### src/rtl/core/cbf_pkg.sv
`timescale 1ns / 1ps
// Shared types and constants for the comment blanking filter.
package cbf_pkg;

    localparam int LINE_COUNT_BITS_DEF = 20;
    localparam int QUEUE_DEPTH_DEF     = 4;
    localparam int OUT_LINE_W          = 20;

    localparam logic [OUT_LINE_W-1:0] FIELD_MAX = {OUT_LINE_W{1'b1}};

    localparam logic [7:0] CH_SPACE   = 8'h20;
    localparam logic [7:0] CH_SLASH   = 8'h2F;
    localparam logic [7:0] CH_STAR    = 8'h2A;
    localparam logic [7:0] CH_NEWLINE = 8'h0A;

    // Scanner modes
    typedef enum logic [4:0] {
        MODE_NORMAL     = 5'b00001,
        MODE_SLASH      = 5'b00010,
        MODE_LINE       = 5'b00100,
        MODE_BLOCK      = 5'b01000,
        MODE_BLOCK_STAR = 5'b10000
    } t_mode;

    // One queue entry: the one or two words that a single input byte produces.
    // The end-of-text fields belong to the last word of the entry.
    typedef struct packed {
        logic                  two;
        logic [7:0]            first_byte;
        logic [7:0]            second_byte;
        logic                  fin;
        logic                  err;
        logic [OUT_LINE_W-1:0] open_line;
        logic [OUT_LINE_W-1:0] total_lines;
    } t_cmd;

    typedef struct packed {
        logic full;
        logic empty;
    } t_q_status;

endpackage

### src/rtl/core/cbf_front.sv
`timescale 1ns / 1ps
// Front end: accepts text bytes, tracks comment mode and line counts, builds queue entries.
module cbf_front #(
    parameter int LINE_COUNT_BITS = cbf_pkg::LINE_COUNT_BITS_DEF
) (
    input  logic               i_clk,
    input  logic               i_rst_n,
    input  logic               i_valid,
    output logic               o_ready,
    input  logic [7:0]         i_text_byte,
    input  logic               i_is_final,
    input  cbf_pkg::t_q_status i_q_status,
    output logic               o_push,
    output cbf_pkg::t_cmd      o_cmd
);
    import cbf_pkg::*;

    localparam int WideW = (LINE_COUNT_BITS > OUT_LINE_W) ? LINE_COUNT_BITS : OUT_LINE_W;

    t_mode                      r_mode, n_mode;
    logic [LINE_COUNT_BITS-1:0] r_line, n_line;
    logic [LINE_COUNT_BITS-1:0] r_open, n_open;
    logic                       accept;
    logic                       emit;
    logic                       in_block;
    logic                       is_nl, is_slash, is_star;

    function automatic logic [OUT_LINE_W-1:0] clamp_line(
        input logic [LINE_COUNT_BITS-1:0] v
    );
        logic [WideW-1:0] w;
        w = WideW'(v);
        if (w > WideW'(FIELD_MAX)) begin
            clamp_line = FIELD_MAX;
        end else begin
            clamp_line = w[OUT_LINE_W-1:0];
        end
    endfunction

    assign is_nl    = (i_text_byte == CH_NEWLINE);
    assign is_slash = (i_text_byte == CH_SLASH);
    assign is_star  = (i_text_byte == CH_STAR);

    assign o_ready = !i_q_status.full;
    assign accept  = i_valid && o_ready;
    assign o_push  = accept && emit;

    always_comb begin
        n_mode   = r_mode;
        n_line   = r_line;
        n_open   = r_open;
        emit     = 1'b1;
        o_cmd    = '0;
        o_cmd.first_byte  = i_text_byte;
        o_cmd.second_byte = i_text_byte;

        case (r_mode)
            MODE_SLASH: begin
                o_cmd.two = 1'b1;
                if (is_slash) begin
                    o_cmd.first_byte  = CH_SPACE;
                    o_cmd.second_byte = CH_SPACE;
                    n_mode = MODE_LINE;
                end else if (is_star) begin
                    o_cmd.first_byte  = CH_SPACE;
                    o_cmd.second_byte = CH_SPACE;
                    n_open = r_line;
                    n_mode = MODE_BLOCK;
                end else begin
                    // release the held slash, then the byte as plain text
                    o_cmd.first_byte = CH_SLASH;
                    n_mode = MODE_NORMAL;
                end
            end
            MODE_LINE: begin
                if (is_nl) begin
                    n_mode = MODE_NORMAL;
                end else begin
                    o_cmd.first_byte = CH_SPACE;
                end
            end
            MODE_BLOCK, MODE_BLOCK_STAR: begin
                if (is_nl) begin
                    n_mode = MODE_BLOCK;
                end else begin
                    o_cmd.first_byte = CH_SPACE;
                    if (is_star) begin
                        n_mode = MODE_BLOCK_STAR;
                    end else if (is_slash && (r_mode == MODE_BLOCK_STAR)) begin
                        n_mode = MODE_NORMAL;
                    end else begin
                        n_mode = MODE_BLOCK;
                    end
                end
            end
            default: begin
                // normal text: hold a slash unless it ends the text
                if (is_slash && !i_is_final) begin
                    emit   = 1'b0;
                    n_mode = MODE_SLASH;
                end
            end
        endcase

        if (is_nl && !(&r_line)) begin
            n_line = r_line + 1'b1;
        end

        in_block = (n_mode == MODE_BLOCK) || (n_mode == MODE_BLOCK_STAR);

        if (i_is_final) begin
            o_cmd.fin         = 1'b1;
            o_cmd.err         = in_block;
            o_cmd.open_line   = in_block ? clamp_line(n_open) : '0;
            o_cmd.total_lines = clamp_line(n_line);
            n_mode = MODE_NORMAL;
            n_line = LINE_COUNT_BITS'(1);
            n_open = '0;
        end
    end

    always_ff @(posedge i_clk) begin
        if (!i_rst_n) begin
            r_mode <= MODE_NORMAL;
            r_line <= LINE_COUNT_BITS'(1);
            r_open <= '0;
        end else if (accept) begin
            r_mode <= n_mode;
            r_line <= n_line;
            r_open <= n_open;
        end
    end

endmodule

### src/rtl/core/cbf_queue.sv
`timescale 1ns / 1ps
// Short entry queue between the front end and the output stage.
module cbf_queue #(
    parameter int DEPTH = cbf_pkg::QUEUE_DEPTH_DEF
) (
    input  logic               i_clk,
    input  logic               i_rst_n,
    input  logic               i_push,
    input  cbf_pkg::t_cmd      i_cmd,
    input  logic               i_pop,
    output cbf_pkg::t_cmd      o_cmd,
    output cbf_pkg::t_q_status o_status
);
    import cbf_pkg::*;

    localparam int PtrW = (DEPTH > 1) ? $clog2(DEPTH) : 1;
    localparam int CntW = $clog2(DEPTH + 1);

    t_cmd            r_mem [DEPTH];
    logic [PtrW-1:0] r_wr, n_wr;
    logic [PtrW-1:0] r_rd, n_rd;
    logic [CntW-1:0] r_cnt, n_cnt;

    assign o_cmd          = r_mem[r_rd];
    assign o_status.full  = (r_cnt == CntW'(DEPTH));
    assign o_status.empty = (r_cnt == '0);

    always_comb begin
        n_wr  = r_wr;
        n_rd  = r_rd;
        n_cnt = r_cnt;
        if (i_push) begin
            n_wr = (r_wr == PtrW'(DEPTH - 1)) ? '0 : r_wr + 1'b1;
        end
        if (i_pop) begin
            n_rd = (r_rd == PtrW'(DEPTH - 1)) ? '0 : r_rd + 1'b1;
        end
        if (i_push && !i_pop) begin
            n_cnt = r_cnt + 1'b1;
        end else if (i_pop && !i_push) begin
            n_cnt = r_cnt - 1'b1;
        end
    end

    always_ff @(posedge i_clk) begin
        if (!i_rst_n) begin
            r_wr  <= '0;
            r_rd  <= '0;
            r_cnt <= '0;
        end else begin
            r_wr  <= n_wr;
            r_rd  <= n_rd;
            r_cnt <= n_cnt;
        end
    end

    always_ff @(posedge i_clk) begin
        if (i_push) begin
            r_mem[r_wr] <= i_cmd;
        end
    end

endmodule

### src/rtl/core/cbf_back.sv
`timescale 1ns / 1ps
// Back end: unpacks entries to one registered word per cycle unless stalled or queue empty.
module cbf_back (
    input  logic                                  i_clk,
    input  logic                                  i_rst_n,
    input  cbf_pkg::t_cmd                         i_cmd,
    input  cbf_pkg::t_q_status                    i_q_status,
    output logic                                  o_pop,
    output logic                                  o_valid,
    input  logic                                  i_ready,
    output logic [7:0]                            o_out_byte,
    output logic                                  o_out_final,
    output logic                                  o_unclosed_error,
    output logic [cbf_pkg::OUT_LINE_W-1:0]        o_open_line,
    output logic [cbf_pkg::OUT_LINE_W-1:0]        o_total_lines
);
    import cbf_pkg::*;

    logic                  r_valid;
    logic                  r_second;
    logic [7:0]            r_byte;
    logic                  r_fin;
    logic                  r_err;
    logic [OUT_LINE_W-1:0] r_open_line;
    logic [OUT_LINE_W-1:0] r_total;
    logic                  load;
    logic                  take;
    logic                  last_word;

    assign load      = !r_valid || i_ready;
    assign take      = load && !i_q_status.empty;
    assign last_word = !i_cmd.two || r_second;
    assign o_pop     = take && last_word;

    always_ff @(posedge i_clk) begin
        if (!i_rst_n) begin
            r_valid  <= 1'b0;
            r_second <= 1'b0;
        end else if (load) begin
            r_valid <= !i_q_status.empty;
            if (take) begin
                r_second <= !last_word;
            end
        end
    end

    always_ff @(posedge i_clk) begin
        if (take) begin
            r_byte      <= r_second ? i_cmd.second_byte : i_cmd.first_byte;
            r_fin       <= last_word & i_cmd.fin;
            r_err       <= last_word & i_cmd.err;
            r_open_line <= last_word ? i_cmd.open_line : '0;
            r_total     <= last_word ? i_cmd.total_lines : '0;
        end
    end

    assign o_valid          = r_valid;
    assign o_out_byte       = r_byte;
    assign o_out_final      = r_fin;
    assign o_unclosed_error = r_err;
    assign o_open_line      = r_open_line;
    assign o_total_lines    = r_total;

endmodule

### src/rtl/core/comment_blanking_filter_top.sv
`timescale 1ns / 1ps
// Top level of the comment blanking filter: front end, entry queue, output stage.
// Path: the first word of a byte passes through the entry queue and then the output
//   register; a held slash produces nothing until the following byte arrives.
// Throughput: one byte per cycle while the entry queue is not full; a byte that yields two
//   words holds the output for both, and the entry queue (QUEUE_DEPTH entries) lets input keep flowing meanwhile.
// Reset: synchronous, active low; clears scan mode to normal text, line count to one,
//   open-comment line to zero, and empties the queue and output register.
module comment_blanking_filter_top #(
    parameter int LINE_COUNT_BITS = cbf_pkg::LINE_COUNT_BITS_DEF,
    parameter int QUEUE_DEPTH     = cbf_pkg::QUEUE_DEPTH_DEF
) (
    input  logic        i_clk,
    input  logic        i_rst_n,
    // input word channel
    input  logic        i_in_valid,
    output logic        o_in_ready,
    input  logic [7:0]  i_text_byte,
    input  logic        i_is_final,
    // output word channel
    output logic        o_out_valid,
    input  logic        i_out_ready,
    output logic [7:0]  o_out_byte,
    output logic        o_out_final,
    output logic        o_unclosed_error,
    output logic [19:0] o_open_line,
    output logic [19:0] o_total_lines
);
    import cbf_pkg::*;

    // Front end to queue
    logic      push;
    t_cmd      push_cmd;
    // Queue to back end
    logic      pop;
    t_cmd      head_cmd;
    t_q_status q_status;

    // Classify each word, track mode and line counts, and build an entry holding the
    // one or two output words it causes. The end-of-text report rides on the entry too.
    cbf_front #(
        .LINE_COUNT_BITS (LINE_COUNT_BITS)
    ) u_front (
        .i_clk       (i_clk),
        .i_rst_n     (i_rst_n),
        .i_valid     (i_in_valid),
        .o_ready     (o_in_ready),
        .i_text_byte (i_text_byte),
        .i_is_final  (i_is_final),
        .i_q_status  (q_status),
        .o_push      (push),
        .o_cmd       (push_cmd)
    );

    // Decouple the two sides so a stalled consumer does not stall the scanner at once.
    cbf_queue #(
        .DEPTH (QUEUE_DEPTH)
    ) u_queue (
        .i_clk    (i_clk),
        .i_rst_n  (i_rst_n),
        .i_push   (push),
        .i_cmd    (push_cmd),
        .i_pop    (pop),
        .o_cmd    (head_cmd),
        .o_status (q_status)
    );

    // Drain entries one word per cycle while the output is taken; advance past an entry after its last word.
    cbf_back u_back (
        .i_clk            (i_clk),
        .i_rst_n          (i_rst_n),
        .i_cmd            (head_cmd),
        .i_q_status       (q_status),
        .o_pop            (pop),
        .o_valid          (o_out_valid),
        .i_ready          (i_out_ready),
        .o_out_byte       (o_out_byte),
        .o_out_final      (o_out_final),
        .o_unclosed_error (o_unclosed_error),
        .o_open_line      (o_open_line),
        .o_total_lines    (o_total_lines)
    );

endmodule

### config.mk
export PLATFORM = sky130hd
export DESIGN_NAME = comment_blanking_filter_top
export DESIGN_NICKNAME = d
export VERILOG_FILES = /design/src/rtl/core/cbf_pkg.sv /design/src/rtl/core/cbf_front.sv /design/src/rtl/core/cbf_queue.sv /design/src/rtl/core/cbf_back.sv /design/src/rtl/core/comment_blanking_filter_top.sv
export SDC_FILE = /design/constraint.sdc
export NUM_CORES = 1
export LEC_CHECK = 0
export ABC_CLOCK_PERIOD_IN_PS = 6700
export BUFFER_PORTS_ARGS = -buffer_cell sky130_fd_sc_hd__buf_2
export CORE_MARGIN = 2
export CORE_UTILIZATION = 50
export DETAILED_ROUTE_END_ITERATION = 10
export GPL_ROUTABILITY_DRIVEN = 1
export PLACE_DENSITY = 0.77
export SLEW_MARGIN = 20
export SYNTH_ARGS = -nofsm -noshare
export SYNTH_HDL_FRONTEND = slang
export SYNTH_SLANG_ARGS = --single-unit
### constraint.sdc
create_clock -name i_clk -period 6.7 [get_ports i_clk]
set_input_delay 1.005 -clock i_clk [delete_from_list [all_inputs] [get_ports i_clk]]
set_output_delay 1.005 -clock i_clk [all_outputs]
set_load 0.02 [all_outputs]
==> report_table.html <==
<table>
<tr><th>Metric</th><th>Value</th></tr>
<tr><th colspan="2">Outcome</th></tr>
<tr><td>Run status</td><td>finished clean</td></tr>
<tr><th colspan="2">Clocking</th></tr>
<tr><td>Later-pin clock latency in the skew report</td><td>510 ps</td></tr>
<tr><td>Number of setup buffers added after CTS</td><td>0</td></tr>
<tr><td>Maximum buffer depth of the clock tree</td><td>3</td></tr>
<tr><td>Clock sinks</td><td>342</td></tr>
<tr><td>CTS root buf</td><td>sky130_fd_sc_hd__clkbuf_16</td></tr>
<tr><td>Cells resized by post-CTS repair</td><td>0</td></tr>
<tr><td>CTS clock-pin slew for the worst setup and hold paths</td><td>60 ps</td></tr>
<tr><td>Total CTS buffers</td><td>35</td></tr>
<tr><td>CTS tree</td><td>built</td></tr>
<tr><td>Hold buffer count at CTS</td><td>0</td></tr>
<tr><td>H-Tree Level Count</td><td>2</td></tr>
<tr><th colspan="2">Die</th></tr>
<tr><td>Die width</td><td>174 um</td></tr>
<tr><td>Number of placement rows</td><td>62</td></tr>
<tr><td>IO Pins</td><td>65</td></tr>
<tr><td>Vert. Die Dim</td><td>174 um</td></tr>
<tr><td>Starting density of the core</td><td>50.4%</td></tr>
<tr><td>Core region area</td><td>28500 um2</td></tr>
<tr><td>Full die area</td><td>about 30000 um2</td></tr>
<tr><th colspan="2">Worst hold path</th></tr>
<tr><td>Worst Hold Class</td><td>register to register</td></tr>
<tr><td>Startpoint of the most critical hold path</td><td>u_queue.r_cnt[2]</td></tr>
<tr><th colspan="2">Critical path</th></tr>
<tr><td>RR Endpoint</td><td>u_queue.r_mem[2][1]</td></tr>
<tr><td>End of the critical path</td><td>u_queue.r_mem[1][18]</td></tr>
<tr><td>Crit path cell chain</td><td>buf_2, or3_1, nor3_2, o21ai_1, buf_4, or4_1, a21oi_1</td></tr>
<tr><td>Launching element type of the critical path</td><td>input port</td></tr>
<tr><td>Critical path buffer and inverter count</td><td>2</td></tr>
<tr><td>Critical-path maximum fanout</td><td>15</td></tr>
<tr><td>Data required time of the critical path</td><td>7010 ps</td></tr>
<tr><td>Kind of cell adding the most delay to the critical path</td><td>simple AND/OR/NAND/NOR gates</td></tr>
<tr><td>Classification of the worst setup path</td><td>input port to register</td></tr>
<tr><td>Arrival @ worst endpoint</td><td>3780 ps</td></tr>
<tr><td>Worst Setup End Kind</td><td>register</td></tr>
<tr><td>Reg-to-reg slack, setup</td><td>3660 ps</td></tr>
<tr><td>Timing startpoint of the critical path</td><td>i_text_byte[4]</td></tr>
<tr><td>Path depth of the worst reg2reg path</td><td>7</td></tr>
<tr><td>Cell at the slowest stage of the critical path</td><td>sky130_fd_sc_hd__nor3_2</td></tr>
<tr><td>Worst path max stage delay</td><td>610 ps</td></tr>
<tr><td>Crit path depth</td><td>7</td></tr>
<tr><td>Reg2Reg Launch Point</td><td>u_front.r_line[0]</td></tr>
<tr><th colspan="2">Global route</th></tr>
<tr><td>Wire length of the first global-routing pass</td><td>~44000 um</td></tr>
<tr><td>Overall track demand over capacity in global routing</td><td>18.6%</td></tr>
<tr><td>Vias in the first global route</td><td>~8000</td></tr>
<tr><td>Number of antenna violations at the first check in global routing</td><td>0</td></tr>
<tr><td>Pin count of the biggest net entering global routing</td><td>60</td></tr>
<tr><td>Total overflow reported by the global router</td><td>0</td></tr>
<tr><th colspan="2">Logic synthesis</th></tr>
<tr><td>Share of async-settable or async-resettable flops after synthesis</td><td>0%</td></tr>
<tr><td>Net count after synthesis</td><td>946</td></tr>
<tr><td>Sequential fraction of the synthesis area</td><td>between 60% and 70%</td></tr>
<tr><td>Unique masters post-synth</td><td>63</td></tr>
<tr><td>Post-synth top flop</td><td>sky130_fd_sc_hd__edfxtp_1</td></tr>
<tr><td>Post-synth design cell area</td><td>14400 um2</td></tr>
<tr><td>Instance count of the mapped netlist</td><td>925</td></tr>
<tr><td>Post-synthesis area per instance</td><td>roughly 16 um2</td></tr>
<tr><td>Warning count from the yosys run</td><td>0</td></tr>
<tr><td>Number of flops mapped to enable cells by yosys</td><td>between 200 and 300</td></tr>
<tr><td>Number of synthesized register bits</td><td>342</td></tr>
<tr><th colspan="2">Drt</th></tr>
<tr><td>Routed wire per std cell</td><td>20.2 um</td></tr>
<tr><td>Post-route antenna net violation count</td><td>0</td></tr>
<tr><td>First-pass iteration count of the detailed router</td><td>5</td></tr>
<tr><td>Detail-routed via count per cell</td><td>5.87</td></tr>
<tr><td>Detailed-route wire length</td><td>27800 um</td></tr>
<tr><td>Initial DRC count</td><td>735</td></tr>
<tr><td>Vias after detailed routing</td><td>8081</td></tr>
<tr><td>Drt drc</td><td>0</td></tr>
<tr><th colspan="2">Timing</th></tr>
<tr><td>Post-route setup TNS</td><td>0 ps</td></tr>
<tr><td>RSZ-0062 raised after global routing</td><td>false</td></tr>
<tr><td>Final Hold Vio Count</td><td>0</td></tr>
<tr><td>Transition time at the pin with the least slew margin</td><td>around 910 ps</td></tr>
<tr><td>Worst hold margin</td><td>between 500 and 600 ps</td></tr>
<tr><td>Final setup violation count</td><td>0</td></tr>
<tr><td>Worst-case headroom to the max-slew limit</td><td>39.2%</td></tr>
<tr><td>Final worst-path cycle share</td><td>51.8%</td></tr>
<tr><td>Final Slew Violations</td><td>0</td></tr>
<tr><td>Shortest clock period the worst path allows after layout</td><td>3470 ps</td></tr>
<tr><td>Achievable clock frequency</td><td>~0.29 GHz</td></tr>
<tr><td>Clock Skews</td><td>around 14 ps</td></tr>
<tr><th colspan="2">Cells and area</th></tr>
<tr><td>Fraction of layout cells with a size suffix above 1</td><td>about a quarter</td></tr>
<tr><td>Finished Layout Cells</td><td>1377</td></tr>
<tr><td>Final net count</td><td>989</td></tr>
<tr><td>Post-synthesis to final-layout area growth</td><td>11.9%</td></tr>
<tr><td>Antenna fix cells</td><td>0</td></tr>
<tr><td>Finished layout cell area</td><td>16100 um2</td></tr>
<tr><th colspan="2">Placement</th></tr>
<tr><td>Area after detailed placement</td><td>between 15000 and 20000 um2</td></tr>
<tr><td>Hpwl dp</td><td>16500 um</td></tr>
<tr><td>Number of buffers added on ports</td><td>64</td></tr>
<tr><td>Total placed cells including tap cells</td><td>roughly 1300</td></tr>
<tr><td>Gp weighted congestion</td><td>~0.9</td></tr>
<tr><th colspan="2">Pwr</th></tr>
<tr><td>Total Power</td><td>6020 uW</td></tr>
<tr><td>Internal power</td><td>about 4400 uW</td></tr>
<tr><td>Combinational fraction of design power</td><td>22.6%</td></tr>
<tr><td>Fraction of power consumed by the clock network</td><td>30.7%</td></tr>
<tr><td>Leak</td><td>approximately 0.0054 uW</td></tr>
<tr><td>Sequential cell fraction of total power</td><td>roughly 47%</td></tr>
<tr><td>Fraction of power spent switching nets</td><td>between 20 and 30%</td></tr>
<tr><td>IR drop worst, VDD</td><td>205 uV</td></tr>
<tr><td>Switching pwr</td><td>1660 uW</td></tr>
<tr><td>Power density cells</td><td>374 nW/um2</td></tr>
<tr><th colspan="2">Job</th></tr>
<tr><td>MaxCap Viol Count</td><td>0</td></tr>
</table>
-- tightest hold or removal path, cell delays in order (launching register included) --
cell and delay, ps:
sky130_fd_sc_hd__dfxtp_1 320, sky130_fd_sc_hd__o21ai_0 80, sky130_fd_sc_hd__a21oi_1 60
-- worst min path at each step --
stage | cells past startpoint | to | slack, ps
floorplan | 2 | u_queue.r_cnt[2] | 470
global placement | 2 | u_queue.r_cnt[2] | 490
detailed placement | 2 | u_front.r_open[19] | 500
CTS | 2 | u_front.r_open[19] | 510
global route | 2 | u_front.r_open[19] | 540
finish | 2 | u_queue.r_cnt[2] | 510
-- cell families after synthesis --
group	Yosys count	share of synthesized area, %
buffers and inverters	87	2.63
AO/OA/AOI/OAI	134	7.20
multiplexers	95	11.8
flip-flops	342	67.5
adder cells (fa/ha/maj)	8	0.748
AND/OR/NAND/NOR	244	9.22
XOR/XNOR	15	0.913
-- power by group through the flow --
stage               logic, uW  registers, uW  clock network, uW
finish                   1360           2820               1850
global route             1460           2850               1960
CTS                      1390           2820               1870
detailed placement       1380           2870                  0
global placement         1370           2860                  0
floorplan                 810           3030                  0
-- Yosys cell counts, types with 5 or more instances --
library cell / number / area [um2]
sky130_fd_sc_hd__nor4_1: 7 / 43.8
sky130_fd_sc_hd__mux2_2: 9 / 101
sky130_fd_sc_hd__nand4_1: 11 / 68.8
sky130_fd_sc_hd__a211oi_2: 19 / 238
sky130_fd_sc_hd__nor2_1: 66 / 248
sky130_fd_sc_hd__or3_1: 12 / 75.1
sky130_fd_sc_hd__nand3_1: 16 / 80.1
sky130_fd_sc_hd__xor2_1: 10 / 87.6
sky130_fd_sc_hd__a31oi_1: 9 / 56.3
sky130_fd_sc_hd__mux2i_1: 27 / 270
sky130_fd_sc_hd__and4_1: 6 / 52.6
sky130_fd_sc_hd__xnor2_1: 5 / 43.8
sky130_fd_sc_hd__and3_1: 7 / 43.8
sky130_fd_sc_hd__a22oi_1: 22 / 165
sky130_fd_sc_hd__dfxtp_1: 56 / 1120
sky130_fd_sc_hd__o21ai_0: 19 / 95.1
sky130_fd_sc_hd__or4_1: 9 / 67.6
sky130_fd_sc_hd__a21oi_1: 25 / 125
sky130_fd_sc_hd__mux4_2: 59 / 1330
sky130_fd_sc_hd__and2_1: 13 / 81.3
sky130_fd_sc_hd__nand2_1: 30 / 113
sky130_fd_sc_hd__edfxtp_1: 286 / 8590
sky130_fd_sc_hd__buf_2: 9 / 45.0
sky130_fd_sc_hd__nor2b_1: 48 / 300
sky130_fd_sc_hd__o211ai_1: 10 / 75.1
sky130_fd_sc_hd__ha_1: 7 / 87.6
sky130_fd_sc_hd__inv_1: 12 / 45.0
sky130_fd_sc_hd__clkbuf_1: 50 / 188
sky130_fd_sc_hd__buf_1: 8 / 30.0
-- final cells by class --
cell class / count / area (um2)
clock buffer: 49 / 981
fill: 2254 / 12400
clock inverter: 13 / 111
tap: 384 / 480
timing repair buffer: 80 / 440
inverter: 13 / 48.8
sequential: 342 / 9710
multi-input combinational: 496 / 4330
-- placed cells by master (no fill, tap or decap), drive strengths merged, types with 6 or more instances in the layout --
cell / n
o21ai: 21
inv: 12
dfxtp: 56
xor2: 10
nand2: 30
o211ai: 11
nand3: 16
a21oi: 25
a22oi: 22
and4: 6
ha: 7
nor4: 7
nand4: 11
nor2: 66
mux4: 59
clkbuf: 49
buf: 80
and2: 13
edfxtp: 286
a31oi: 9
and3: 7
mux2i: 27
mux2: 9
a211oi: 22
clkinv: 12
nor2b: 48
or4: 9
or3: 14
-- flip-flops by register name (all words and copies together) (netlist names), named ones only --
| signal | flops |
|---|---|
| u_queue.r_mem | 236 |
| u_front.r_open | 20 |
| u_back.o_open_line | 20 |
| u_queue.r_cnt | 3 |
| u_front.r_line | 20 |
| u_back.o_out_byte | 8 |
| u_front.r_mode | 5 |
| u_back.o_valid | 1 |
| u_queue.r_rd | 2 |
| u_queue.r_wr | 2 |
| u_back.o_out_final | 1 |
| u_back.r_second | 1 |
| u_back.o_unclosed_error | 1 |
| u_back.o_total_lines | 20 |
-- per-stage QoR --
| stage | utilization [%] | setup slack, ps |
|---|---|---|
| after floorplan | - | 1640 |
| after global placement | 52.6 | 2800 |
| after detailed placement | 52.6 | 2810 |
| after CTS | 56.4 | 3310 |
| after global routing | 56.4 | 3040 |
| final | 56.4 | 3230 |
-- routing by layer --
| layer | GRT usage [%] | vias to the layer above | wire length (um) |
|---|---|---|---|
| li1 | - | 3690 | - |
| met1 | 24.3 | 4073 | 11700 |
| met2 | 32.4 | 248 | 14000 |
| met3 | 3.07 | 70 | 1380 |
| met4 | 5.81 | 0 | 769 |
| met5 | 0 | - | 0 |
Power figures use the tool's default switching activity.
